File: config.mk
export PLATFORM = sky130hd
export DESIGN_NAME = scissor_lift_motion_sequencer
export DESIGN_NICKNAME = d
export VERILOG_FILES = /design/src/sv/slms_pkg.sv /design/src/sv/scissor_lift_motion_sequencer.sv
export SDC_FILE = /design/constraint.sdc
export NUM_CORES = 1
export LEC_CHECK = 0
export ABC_AREA = 1
export BUFFER_PORTS_ARGS = -buffer_cell sky130_fd_sc_hd__buf_2
export CAP_MARGIN = 20
export CORE_MARGIN = 4
export CORE_UTILIZATION = 45
export DETAILED_ROUTE_END_ITERATION = 10
export SLEW_MARGIN = 20
export SYNTH_ARGS = -nofsm -noshare
export SYNTH_HDL_FRONTEND = slang
export SYNTH_SLANG_ARGS = --single-unit
File: constraint.sdc
create_clock -name clk -period 4.85 [get_ports clk]
set_clock_uncertainty 0.05 [all_clocks]
set_input_delay 0.485 -clock clk [delete_from_list [all_inputs] [get_ports clk]]
set_output_delay 0.485 -clock clk [all_outputs]
set_load 0.02 [all_outputs]
File: src/sv/slms_pkg.sv
// Shared types and codes for the scissor lift motion sequencer.
`timescale 1ns / 1ps

package slms_pkg;

  localparam logic [15:0] DUR_SAT          = 16'hFFFF;
  localparam logic [15:0] VALVE_DELAY_RST  = 16'd500;
  localparam logic [15:0] HOLD_RST         = 16'd1000;

  typedef enum logic [1:0] {
    ACT_POLL      = 2'd0,
    ACT_ESTOP     = 2'd1,
    ACT_CURTAIN   = 2'd2,
    ACT_CLEAR     = 2'd3
  } action_t;

  typedef enum logic [0:0] {
    CFG_VALVE_DELAY = 1'b0,
    CFG_HOLD        = 1'b1
  } cfg_index_t;

  typedef enum logic [2:0] {
    LS_IDLE      = 3'd0,
    LS_RISING    = 3'd1,
    LS_DROPPING  = 3'd2,
    LS_LOCKED    = 3'd3,
    LS_REFILLING = 3'd4
  } lift_state_t;

  typedef enum logic [3:0] {
    EV_NONE          = 4'd0,
    EV_UP_START      = 4'd1,
    EV_UP_STOP_LIMIT = 4'd2,
    EV_UP_STOP_REL   = 4'd3,
    EV_DOWN_START    = 4'd4,
    EV_DOWN_STOP     = 4'd5,
    EV_LOCK_START    = 4'd6,
    EV_LOCK_STOP     = 4'd7,
    EV_REFILL_START  = 4'd8,
    EV_REFILL_STOP   = 4'd9
  } log_event_t;

  typedef enum logic [6:0] {
    SS_IDLE   = 7'b000_0001,
    SS_RISING = 7'b000_0010,
    SS_DPREP  = 7'b000_0100,
    SS_DHOLD  = 7'b000_1000,
    SS_DROP   = 7'b001_0000,
    SS_LOCK   = 7'b010_0000,
    SS_REFILL = 7'b100_0000
  } sub_state_t;

  typedef struct packed {
    logic [1:0]  action;
    logic        up_button;
    logic        down_button;
    logic        lock_button;
    logic        refill_button;
    logic        upper_limit_in;
    logic        lower_limit_in;
    logic [31:0] now_ms;
  } in_item_t;

  typedef struct packed {
    logic        motor_on;
    logic        drop_valve_on;
    logic        air_valve_on;
    logic [2:0]  lift_state;
    logic [3:0]  log_event;
    logic [15:0] event_duration;
  } out_item_t;

endpackage

File: src/sv/scissor_lift_motion_sequencer.sv
// Scissor lift motion sequencer: request register, sequencer logic and result register.
//
// Usage: each input request is a poll tick (buttons, limit switches, ms time)
// or an estop, light curtain or clear alarm event, offered on in_valid/in_data
// and taken at an edge where in_valid is high and in_stall low. Every request
// yields exactly one result on out_valid/out_data, taken when out_stall is low.
// Results are registered: a request passes the request register, then the
// result register, and a stalled result can keep it in the request register.
// Throughput: one request per cycle while out_stall is low, set by the single
// pass of sequencer logic between the two registers; the sequencer state
// updates as a request moves into the result register.
// When the receiver stalls, the result register holds its result and the
// request register still takes one more request; in_stall rises only while
// both registers are full and the result is stalled.
// Configuration: cfg_we writes cfg_wdata into valve delay (index 0) or hold
// time (index 1); write only while the block is idle.
// Reset (rst_n low, synchronous): both registers empty, sequencer idle,
// drives off, valve delay 500 ms and hold time 1000 ms.
`timescale 1ns / 1ps

module scissor_lift_motion_sequencer (
  input  logic                 clk,
  input  logic                 rst_n,
  input  logic                 in_valid,
  output logic                 in_stall,
  input  slms_pkg::in_item_t   in_data,
  output logic                 out_valid,
  input  logic                 out_stall,
  output slms_pkg::out_item_t  out_data,
  input  logic                 cfg_we,
  input  logic [0:0]           cfg_index,
  input  logic [15:0]          cfg_wdata
);

  logic                 in_vld_r;
  slms_pkg::in_item_t   in_r;
  logic                 out_vld_r;
  slms_pkg::out_item_t  out_r;
  logic [15:0]          valve_delay_r;
  logic [15:0]          hold_r;

  slms_pkg::sub_state_t  sub_r, sub_nxt;
  logic [31:0]           start_r, start_nxt;
  logic                  prev_up_r, prev_up_nxt;
  logic                  prev_down_r, prev_down_nxt;
  logic                  prev_lock_r, prev_lock_nxt;
  logic                  motor_r, motor_nxt;
  logic                  drop_r, drop_nxt;
  logic                  air_r, air_nxt;
  slms_pkg::lift_state_t lift_r, lift_nxt;
  slms_pkg::log_event_t  ev;
  logic [15:0]           dur;
  logic [31:0]           elapsed;
  logic [15:0]           dur_sat;
  logic                  out_free;
  logic                  adv;

  assign out_free  = !out_vld_r || !out_stall;
  assign adv       = in_vld_r && out_free;
  assign in_stall  = in_vld_r && !out_free;
  assign out_valid = out_vld_r;
  assign out_data  = out_r;

  assign elapsed = in_r.now_ms - start_r;
  assign dur_sat = (elapsed[31:16] != 16'd0) ? slms_pkg::DUR_SAT : elapsed[15:0];

  always_comb begin
    sub_nxt       = sub_r;
    start_nxt     = start_r;
    prev_up_nxt   = prev_up_r;
    prev_down_nxt = prev_down_r;
    prev_lock_nxt = prev_lock_r;
    motor_nxt     = motor_r;
    drop_nxt      = drop_r;
    air_nxt       = air_r;
    lift_nxt      = lift_r;
    ev            = slms_pkg::EV_NONE;
    dur           = 16'd0;

    priority if (in_r.action == slms_pkg::ACT_ESTOP ||
                 in_r.action == slms_pkg::ACT_CURTAIN) begin
      {motor_nxt, drop_nxt, air_nxt} = 3'b000;
      sub_nxt = slms_pkg::SS_IDLE;
    end else if (in_r.action == slms_pkg::ACT_CLEAR) begin
      sub_nxt = slms_pkg::SS_IDLE;
    end else begin
      prev_up_nxt   = in_r.up_button;
      prev_down_nxt = in_r.down_button;
      prev_lock_nxt = in_r.lock_button;
      if (in_r.up_button && in_r.down_button) begin
        // both pressed: stop everything
        {motor_nxt, drop_nxt, air_nxt} = 3'b000;
        if (sub_r != slms_pkg::SS_IDLE) begin
          sub_nxt  = slms_pkg::SS_IDLE;
          lift_nxt = slms_pkg::LS_IDLE;
        end
      end else begin
        unique case (sub_r)
          slms_pkg::SS_IDLE: begin
            priority if (in_r.up_button && in_r.refill_button && !in_r.lock_button) begin
              {motor_nxt, drop_nxt, air_nxt} = 3'b100;
              start_nxt = in_r.now_ms;
              sub_nxt   = slms_pkg::SS_REFILL;
              lift_nxt  = slms_pkg::LS_REFILLING;
              ev        = slms_pkg::EV_REFILL_START;
            end else if (in_r.lock_button && !prev_lock_r) begin
              {motor_nxt, drop_nxt, air_nxt} = 3'b010;
              start_nxt = in_r.now_ms;
              sub_nxt   = slms_pkg::SS_LOCK;
              lift_nxt  = slms_pkg::LS_LOCKED;
              ev        = slms_pkg::EV_LOCK_START;
            end else if (in_r.up_button && !prev_up_r && !in_r.lock_button &&
                         !in_r.upper_limit_in) begin
              motor_nxt = 1'b1;
              start_nxt = in_r.now_ms;
              sub_nxt   = slms_pkg::SS_RISING;
              lift_nxt  = slms_pkg::LS_RISING;
              ev        = slms_pkg::EV_UP_START;
            end else if (in_r.down_button && !prev_down_r) begin
              motor_nxt = 1'b1;
              start_nxt = in_r.now_ms;
              sub_nxt   = slms_pkg::SS_DPREP;
              lift_nxt  = slms_pkg::LS_DROPPING;
              ev        = slms_pkg::EV_DOWN_START;
            end else begin
              sub_nxt = slms_pkg::SS_IDLE;
            end
          end
          slms_pkg::SS_RISING: begin
            if (in_r.upper_limit_in || !in_r.up_button) begin
              dur = dur_sat;
              {motor_nxt, drop_nxt, air_nxt} = 3'b000;
              sub_nxt  = slms_pkg::SS_IDLE;
              lift_nxt = slms_pkg::LS_IDLE;
              ev = in_r.upper_limit_in ? slms_pkg::EV_UP_STOP_LIMIT
                                       : slms_pkg::EV_UP_STOP_REL;
            end
          end
          slms_pkg::SS_DPREP, slms_pkg::SS_DHOLD, slms_pkg::SS_DROP: begin
            priority if (!in_r.down_button) begin
              dur = dur_sat;
              {motor_nxt, drop_nxt, air_nxt} = 3'b000;
              sub_nxt  = slms_pkg::SS_IDLE;
              lift_nxt = slms_pkg::LS_IDLE;
              ev       = slms_pkg::EV_DOWN_STOP;
            end else if (in_r.lower_limit_in) begin
              {motor_nxt, drop_nxt, air_nxt} = 3'b010;
              sub_nxt  = slms_pkg::SS_DROP;
              lift_nxt = slms_pkg::LS_DROPPING;
            end else if (in_r.upper_limit_in || in_r.lock_button) begin
              // forced fast drop
              {motor_nxt, drop_nxt, air_nxt} = 3'b011;
              sub_nxt  = slms_pkg::SS_DROP;
              lift_nxt = slms_pkg::LS_DROPPING;
            end else if (sub_r == slms_pkg::SS_DPREP) begin
              if (elapsed >= {16'd0, valve_delay_r}) begin
                air_nxt = 1'b1;
                sub_nxt = slms_pkg::SS_DHOLD;
              end
            end else if (sub_r == slms_pkg::SS_DHOLD) begin
              if (elapsed >= {16'd0, hold_r}) begin
                motor_nxt = 1'b0;
                drop_nxt  = 1'b1;
                sub_nxt   = slms_pkg::SS_DROP;
              end
            end else begin
              sub_nxt = slms_pkg::SS_DROP;
            end
          end
          slms_pkg::SS_LOCK: begin
            if (!in_r.lock_button) begin
              dur = dur_sat;
              {motor_nxt, drop_nxt, air_nxt} = 3'b000;
              sub_nxt  = slms_pkg::SS_IDLE;
              lift_nxt = slms_pkg::LS_IDLE;
              ev       = slms_pkg::EV_LOCK_STOP;
            end else begin
              {motor_nxt, drop_nxt, air_nxt} = 3'b010;
            end
          end
          slms_pkg::SS_REFILL: begin
            if (!in_r.up_button || !in_r.refill_button || in_r.lock_button) begin
              dur = dur_sat;
              {motor_nxt, drop_nxt, air_nxt} = 3'b000;
              sub_nxt  = slms_pkg::SS_IDLE;
              lift_nxt = slms_pkg::LS_IDLE;
              ev       = slms_pkg::EV_REFILL_STOP;
            end
          end
          default: begin
            {motor_nxt, drop_nxt, air_nxt} = 3'b000;
            sub_nxt  = slms_pkg::SS_IDLE;
            lift_nxt = slms_pkg::LS_IDLE;
          end
        endcase
      end
    end
  end

  // request register and result register
  always_ff @(posedge clk) begin
    if (!rst_n) begin
      in_vld_r  <= 1'b0;
      out_vld_r <= 1'b0;
    end else begin
      if (!in_stall) begin
        in_vld_r <= in_valid;
      end
      if (out_free) begin
        out_vld_r <= in_vld_r;
      end
    end
  end

  always_ff @(posedge clk) begin
    if (!in_stall && in_valid) begin
      in_r <= in_data;
    end
    if (adv) begin
      out_r.motor_on       <= motor_nxt;
      out_r.drop_valve_on  <= drop_nxt;
      out_r.air_valve_on   <= air_nxt;
      out_r.lift_state     <= lift_nxt;
      out_r.log_event      <= ev;
      out_r.event_duration <= dur;
    end
  end

  // sequencer state advances as a request moves to the result register
  always_ff @(posedge clk) begin
    if (!rst_n) begin
      sub_r       <= slms_pkg::SS_IDLE;
      start_r     <= 32'd0;
      prev_up_r   <= 1'b0;
      prev_down_r <= 1'b0;
      prev_lock_r <= 1'b0;
      motor_r     <= 1'b0;
      drop_r      <= 1'b0;
      air_r       <= 1'b0;
      lift_r      <= slms_pkg::LS_IDLE;
    end else if (adv) begin
      sub_r       <= sub_nxt;
      start_r     <= start_nxt;
      prev_up_r   <= prev_up_nxt;
      prev_down_r <= prev_down_nxt;
      prev_lock_r <= prev_lock_nxt;
      motor_r     <= motor_nxt;
      drop_r      <= drop_nxt;
      air_r       <= air_nxt;
      lift_r      <= lift_nxt;
    end
  end

  always_ff @(posedge clk) begin
    if (!rst_n) begin
      valve_delay_r <= slms_pkg::VALVE_DELAY_RST;
      hold_r        <= slms_pkg::HOLD_RST;
    end else if (cfg_we) begin
      unique case (cfg_index)
        slms_pkg::CFG_VALVE_DELAY: valve_delay_r <= cfg_wdata;
        slms_pkg::CFG_HOLD:        hold_r        <= cfg_wdata;
        default: ;
      endcase
    end
  end

  // stop events always land in idle
  assert property (@(posedge clk) disable iff (!rst_n)
    out_vld_r && (out_r.log_event == slms_pkg::EV_UP_STOP_LIMIT ||
                  out_r.log_event == slms_pkg::EV_UP_STOP_REL ||
                  out_r.log_event == slms_pkg::EV_DOWN_STOP ||
                  out_r.log_event == slms_pkg::EV_LOCK_STOP ||
                  out_r.log_event == slms_pkg::EV_REFILL_STOP)
      |-> out_r.lift_state == slms_pkg::LS_IDLE)
    else $error("stop event without idle lift state");

  // only stop events carry a duration
  assert property (@(posedge clk) disable iff (!rst_n)
    out_vld_r && out_r.event_duration != 16'd0
      |-> (out_r.log_event == slms_pkg::EV_UP_STOP_LIMIT ||
           out_r.log_event == slms_pkg::EV_UP_STOP_REL ||
           out_r.log_event == slms_pkg::EV_DOWN_STOP ||
           out_r.log_event == slms_pkg::EV_LOCK_STOP ||
           out_r.log_event == slms_pkg::EV_REFILL_STOP))
    else $error("duration on a non-stop result");

  // an estop or light curtain leaves all drives off
  assert property (@(posedge clk) disable iff (!rst_n)
    adv && (in_r.action == slms_pkg::ACT_ESTOP || in_r.action == slms_pkg::ACT_CURTAIN)
      |=> !motor_r && !drop_r && !air_r && sub_r == slms_pkg::SS_IDLE)
    else $error("drives not dropped after estop");

  // back-pressure only while a result waits
  assert property (@(posedge clk) disable iff (!rst_n)
    in_stall |-> out_vld_r && out_stall)
    else $error("input stalled without a waiting result");

endmodule

# Word level (Yosys, flattened, before mapping)
# Cells that the tools add are included.
dict set report word_totals {
  ff_bits 148
  output_inout_bits 28
}
dict set report classes {
  addsub 1
  magnitude_cmp 2
  n_eq_ne 17
  mux 98
  bitwise_logic 4
  n_reduce_logical 37
}
# op count
set ops {}
lappend ops {{$mux 32} 4}
lappend ops {{$mux 7} 15}
lappend ops {{$mux 16} 5}
lappend ops {{$ge 32x16->1} 2}
lappend ops {{$pmux 16 s4} 1}
lappend ops {{$mux 3} 21}
lappend ops {{$mux 1} 42}
lappend ops {{$pmux 7 s5} 1}
lappend ops {{$sub 32x32->32} 1}
lappend ops {{$pmux 4 s5} 1}
lappend ops {{$reduce_bool 16->1} 1}
lappend ops {{$ne 5x5->1 const B} 3}
lappend ops {{$pmux 3 s5} 1}
lappend ops {{$logic_and 1x1->1} 11}
lappend ops {{$logic_not 1->1} 11}
lappend ops {{$ne 10x10->1 const B} 1}
lappend ops {{$ne 9x9->1 const B} 1}
lappend ops {{$mux 4} 2}
lappend ops {{$pmux 1 s4} 2}
lappend ops {{$eq 7x1->1 const B} 1}
lappend ops {{$eq 7x2->1 const B} 1}
lappend ops {{$eq 7x3->1 const B} 1}
lappend ops {{$eq 7x4->1 const B} 1}
lappend ops {{$eq 7x5->1 const B} 1}
lappend ops {{other kinds (17)} 28}

# Logic depth before layout (Yosys ltp)
dict set report depth {
  ltp_word 12
  depth_mapped 32
}

# Worst setup path before layout
# OpenSTA, ideal clock, no wires.
dict set report synth_path {
  path_type {register to register}
  startpoint {register in_r[6] (netlist bit)}
  endpoint {register sub_r[2]}
  setup_ps 119
  arrival_ps 2812
  required_ps 4681
  slack_ps 1870
  stages_incl_launch_ff 25
  path_cell_list {edfxtp_1 ha_1 nand2_1 inv_1 a21oi_1 nand2_2 nand2_1 nand2_1 xor2_1 ha_1 inv_1 nor3_1 a211oi_1 nand2_1 nand2_1 nand2_1 nor2_4 nand2_1 o31ai_1 nand2_1 nand2_1 buf_6 nand2_1 nand2_1 a21oi_1}
}
dict set report synth_via {
  elab_chain_len 4
}
# item line
set synth_lines {}
lappend synth_lines {{start, declared} scissor_lift_motion_sequencer.sv:36} ;# slms_pkg::in_item_t in_r;
lappend synth_lines {{start signal, assigned} scissor_lift_motion_sequencer.sv:217} ;# in_r <= in_data;
lappend synth_lines {{$sub 32x32->32 (*)} scissor_lift_motion_sequencer.sv:64} ;# assign elapsed = in_r.now_ms - start_r;
lappend synth_lines {{$ge 32x16->1, on equally long branches} {scissor_lift_motion_sequencer.sv:161, scissor_lift_motion_sequencer.sv:156}}
lappend synth_lines {{$ne 10x10->1 (no source line) / $ne 9x9->1 (equally long branches)} n/a}
lappend synth_lines {{$reduce_and 7->1 (no source line) (*)} n/a}
lappend synth_lines {{end signal, assigned} scissor_lift_motion_sequencer.sv:232} ;# sub_r <= slms_pkg::SS_IDLE;
lappend synth_lines {{end signal, assigned} scissor_lift_motion_sequencer.sv:242} ;# sub_r <= sub_nxt;
lappend synth_lines {{end, declared} scissor_lift_motion_sequencer.sv:42} ;# slms_pkg::sub_state_t sub_r, sub_nxt;
# Every way passes the cells marked *; elsewhere a longest branch is shown, timed or not.
# A chain may end at the register's enable or synchronous reset.

# Worst setup path after layout
dict set report layout_path {
  startpoint {register in_r[3] (netlist bit)}
  endpoint {register sub_r[0]}
}
# Same word-level chain as after synthesis.

==> out/metrics.csv <==
stage;metric;value;unit
outcome;status;finished clean;
logic_synthesis;async_flop_share;0;
layout;fill_cells;1964;
setup_path;worstSetupPathType;flip-flop to flip-flop;
logic_synthesis;synth_fp_nets;1403;
clock_tree;cts_buffers;17;
floorplan;dieHeight;151;um
pwr;ir_drop;249;uV
clock_tree;postCtsHoldBufs;0;
logic_synthesis;yosysMostFrequentCell;nand2_1;
logic_synthesis;ys_warn_count;0;
job;maxCapViolCount;0;
timing;setup_violations;0;
setup_path;rr_worst_depth;23;
route;num_vias;7905;
placement;place_congestion;0.944;
floorplan;dieArea;22700;um^2
route;initialDrtViolationCount;467;
clock_tree;cts_post_setup_buffers_inserted;0;
setup_path;r2r-end;sub_r[0]$_SDFFE_PN1P_;
layout;final_area;10500;um^2
global_routing;grt_pass1_vias;7520;
clock_tree;clock_sinks;148;
timing;post-route-period-util;0.791;
route;dr_wl_met2;10.2;mm
timing;period_needed;3.83;ns
logic_synthesis;yosys-top-cells-area;edfxtp_1, dfxtp_1, nand2_1, inv_1, ha_1;
layout;finalNonFillerCells;1643;
timing;fmax;0.261;GHz
logic_synthesis;netlist_area;9150;um^2
setup_path;cp_data_required_time;5.11;ns
floorplan;core-area;19700;um^2
logic_synthesis;synth_edf_count;66;
route;ant_nets;0;
timing;holdWs;0.180;ns
worst_hold_path;min_path_type;input port to flip-flop;
route;wl_met1;10.2;mm
clock_tree;post_cts_resized;0;
setup_path;cp-startpoint;in_r[3]$_DFFE_PP_;
clock_tree;clockBufferDepth;2;
layout;drive_above_1_share;0.116;
floorplan;rows;51;
logic_synthesis;synth_seq_cells;148;
logic_synthesis;syn-instance-count;1275;
route;post_drt_wl_per_cell;13.2;um
pwr;powerDensity;327;nW/um^2
route;drt_first_pass_iters;6;
setup_path;worst_path_largest_cell_delay;0.40;ns
setup_path;cp-endpoint;sub_r[0]$_SDFFE_PN1P_;
timing;hold_viol;0;
setup_path;crit_top_cell;nand2_1;
timing;slew_headroom;0.311;
setup_path;worstPathArrival;4.09;ns
worst_hold_path;worstHoldStart;in_data[2];
logic_synthesis;synth_common_cells;nand2_1, inv_1, a21oi_1;
global_routing;grt_overflow_total;0;
setup_path;r2r_start;in_r[3]$_DFFE_PP_;
setup_path;path_max_fanout;11;
floorplan;num_io_pins;90;
placement;dpl-instance-area;9890;um^2
global_routing;antenna_found_initial;0;
timing;final_max_slew_viol_count;0;
layout;seq_area;3620;um^2
clock_tree;htreeDepth;4;
logic_synthesis;avgSynthCellArea;7.18;um^2
clock_tree;cts_tree;built;
logic_synthesis;seq_area_frac_synth;0.396;
clock_tree;clk_latency;0.42;ns
layout;synthToLayoutAreaGrowth;14.5;%
route;via_per_inst;4.81;
clock_tree;clkTransAtPathRegs;0.07;ns
logic_synthesis;synth_area_leader_cell;edfxtp_1;
route;wl_met3;966;um
layout;num_antenna_cells;0;
global_routing;grt_usage;0.201;
floorplan;initial_core_util;0.464;
setup_path;reg2reg_slack;1.02;ns
timing;worstMarginPinSlew;1.03;ns
setup_path;startpoint_type;flip-flop;
global_routing;grt_start_max_net_pins;65;
logic_synthesis;yosys.area.top_type_share;0.217;
setup_path;crit_path_end_kind;flip-flop;
timing;totalNegativeSetupSlack;0;ns
logic_synthesis;synth_cell_types;42;
setup_path;cp_cell_sequence;ha_1 > nand2_1 > nor2_1 > nand2_1 > nand3_2 > nand2_1 > nand2_1 > xor2_1 > ha_1 > a21oi_1 > nor3_1 > a211oi_1 > nand2_1 > nand2_1 > nand2_1 > nor2_4 > nand2_1 > o31ai_1 > nand2_1 > nand2_1 > inv_1 > o21ai_0 > nand2_1;
timing;grt_setup_unrepaired;false;
floorplan;die_x;151;um
logic_synthesis;synth_ff_type;dfxtp_1;
clock_tree;root_buffer;clkbuf_16;
setup_path;crit_slowest_cell;edfxtp_1;
layout;nets;1493;
global_routing;grt_pass1_wl;36.3;mm
route;finalWirelength;21.7;mm
placement;port_buffers;89;
pwr;cellLeakagePower;5.36;nW
route;drc;0;
placement;hpwl;16.8;mm
placement;placed_cells;1611;
layout;multi_input_area;4340;um^2
route;routed.top_layer;met4;
through the flow:
step                      setup WS, ns  power, mW  utilization
final                             1.02       3.43        0.532
after global routing             0.588       3.65        0.532
after CTS                         1.02       3.46        0.532
after detailed placement          1.08       2.10        0.501
after global placement            1.05       2.10        0.501
after floorplan                   1.87       1.91            -
cell type report:
type / instances / area share
sequential: 148 / 0.346
tap: 265 / 0.0316
inverter: 295 / 0.106
multi-input combinational: 809 / 0.414
clock buffer: 17 / 0.0406
timing repair buffer: 94 / 0.0461
clock inverter: 15 / 0.0161
routing by layer:
| layer | global-route usage | up-vias |
|---|---|---|
| met5 | 0 | - |
| met4 | 0.0517 | 0 |
| met3 | 0.0382 | 26 |
| met2 | 0.341 | 164 |
| met1 | 0.265 | 3497 |
| li1 | - | 4218 |
state kept, by name, indices dropped and copies added (netlist names), 3 cells and up:
register	cells
sub_r	7
in_r	40
valve_delay_r	16
lift_r	3
start_r	32
hold_r	16
out_data	26
worst min-delay path by stage:
| stage | to | slack [ns] | cells after the start |
|---|---|---|---|
| finish | in_r[2]$_DFFE_PP_ | 0.18 | 1 |
| global route | in_r[2]$_DFFE_PP_ | 0.16 | 1 |
| CTS | in_r[4]$_DFFE_PP_ | 0.16 | 1 |
| floorplan | hold_r[15]$_SDFFE_PN0P_ | 0.39 | 2 |
| global placement | hold_r[11]$_SDFFE_PN0P_ | 0.40 | 2 |
| detailed placement | hold_r[11]$_SDFFE_PN0P_ | 0.40 | 2 |
worst max-delay path: cells and delay by family (launching register included):
family,cells,cell delay (ns)
simple gates,15,1.42
fa+ha+maj,2,0.73
compound gates,4,0.54
flops,1,0.40
xor+xnor,1,0.40
buf+inv,1,0.15
where the power goes:
group / total, mW / leakage [nW] / switching (mW) / internal, mW
logic: 0.675 / 3.76 / 0.444 / 0.231
clock network: 1.35 / 0.289 / 0.574 / 0.773
registers: 1.40 / 1.30 / 0.0304 / 1.37
cells by family after synthesis:
logic type      after synthesis  share of synthesized area
simple gates                501                      0.233
compound gates              227                      0.134
fa+ha+maj                    66                     0.0910
flops                       148                      0.396
xor+xnor                     15                     0.0144
buf+inv                     318                      0.131
cell usage in the layout, fill, tap and decap left out, types with 6 or more instances in the layout:
cell type / count
buf_2: 89
inv_6: 6
nand2_1: 318
nor2_2: 6
xor2_1: 14
nand2_2: 9
clkbuf_16: 17
inv_1: 289
o211ai_1: 13
o21ai_0: 90
nand3_1: 36
nor2_1: 84
nand3b_1: 8
nor3_1: 14
a21oi_1: 101
ha_1: 65
inv_2: 6
nand4_1: 8
dfxtp_1: 82
edfxtp_1: 66
No activity file was read; power rests on OpenSTA's default activity.
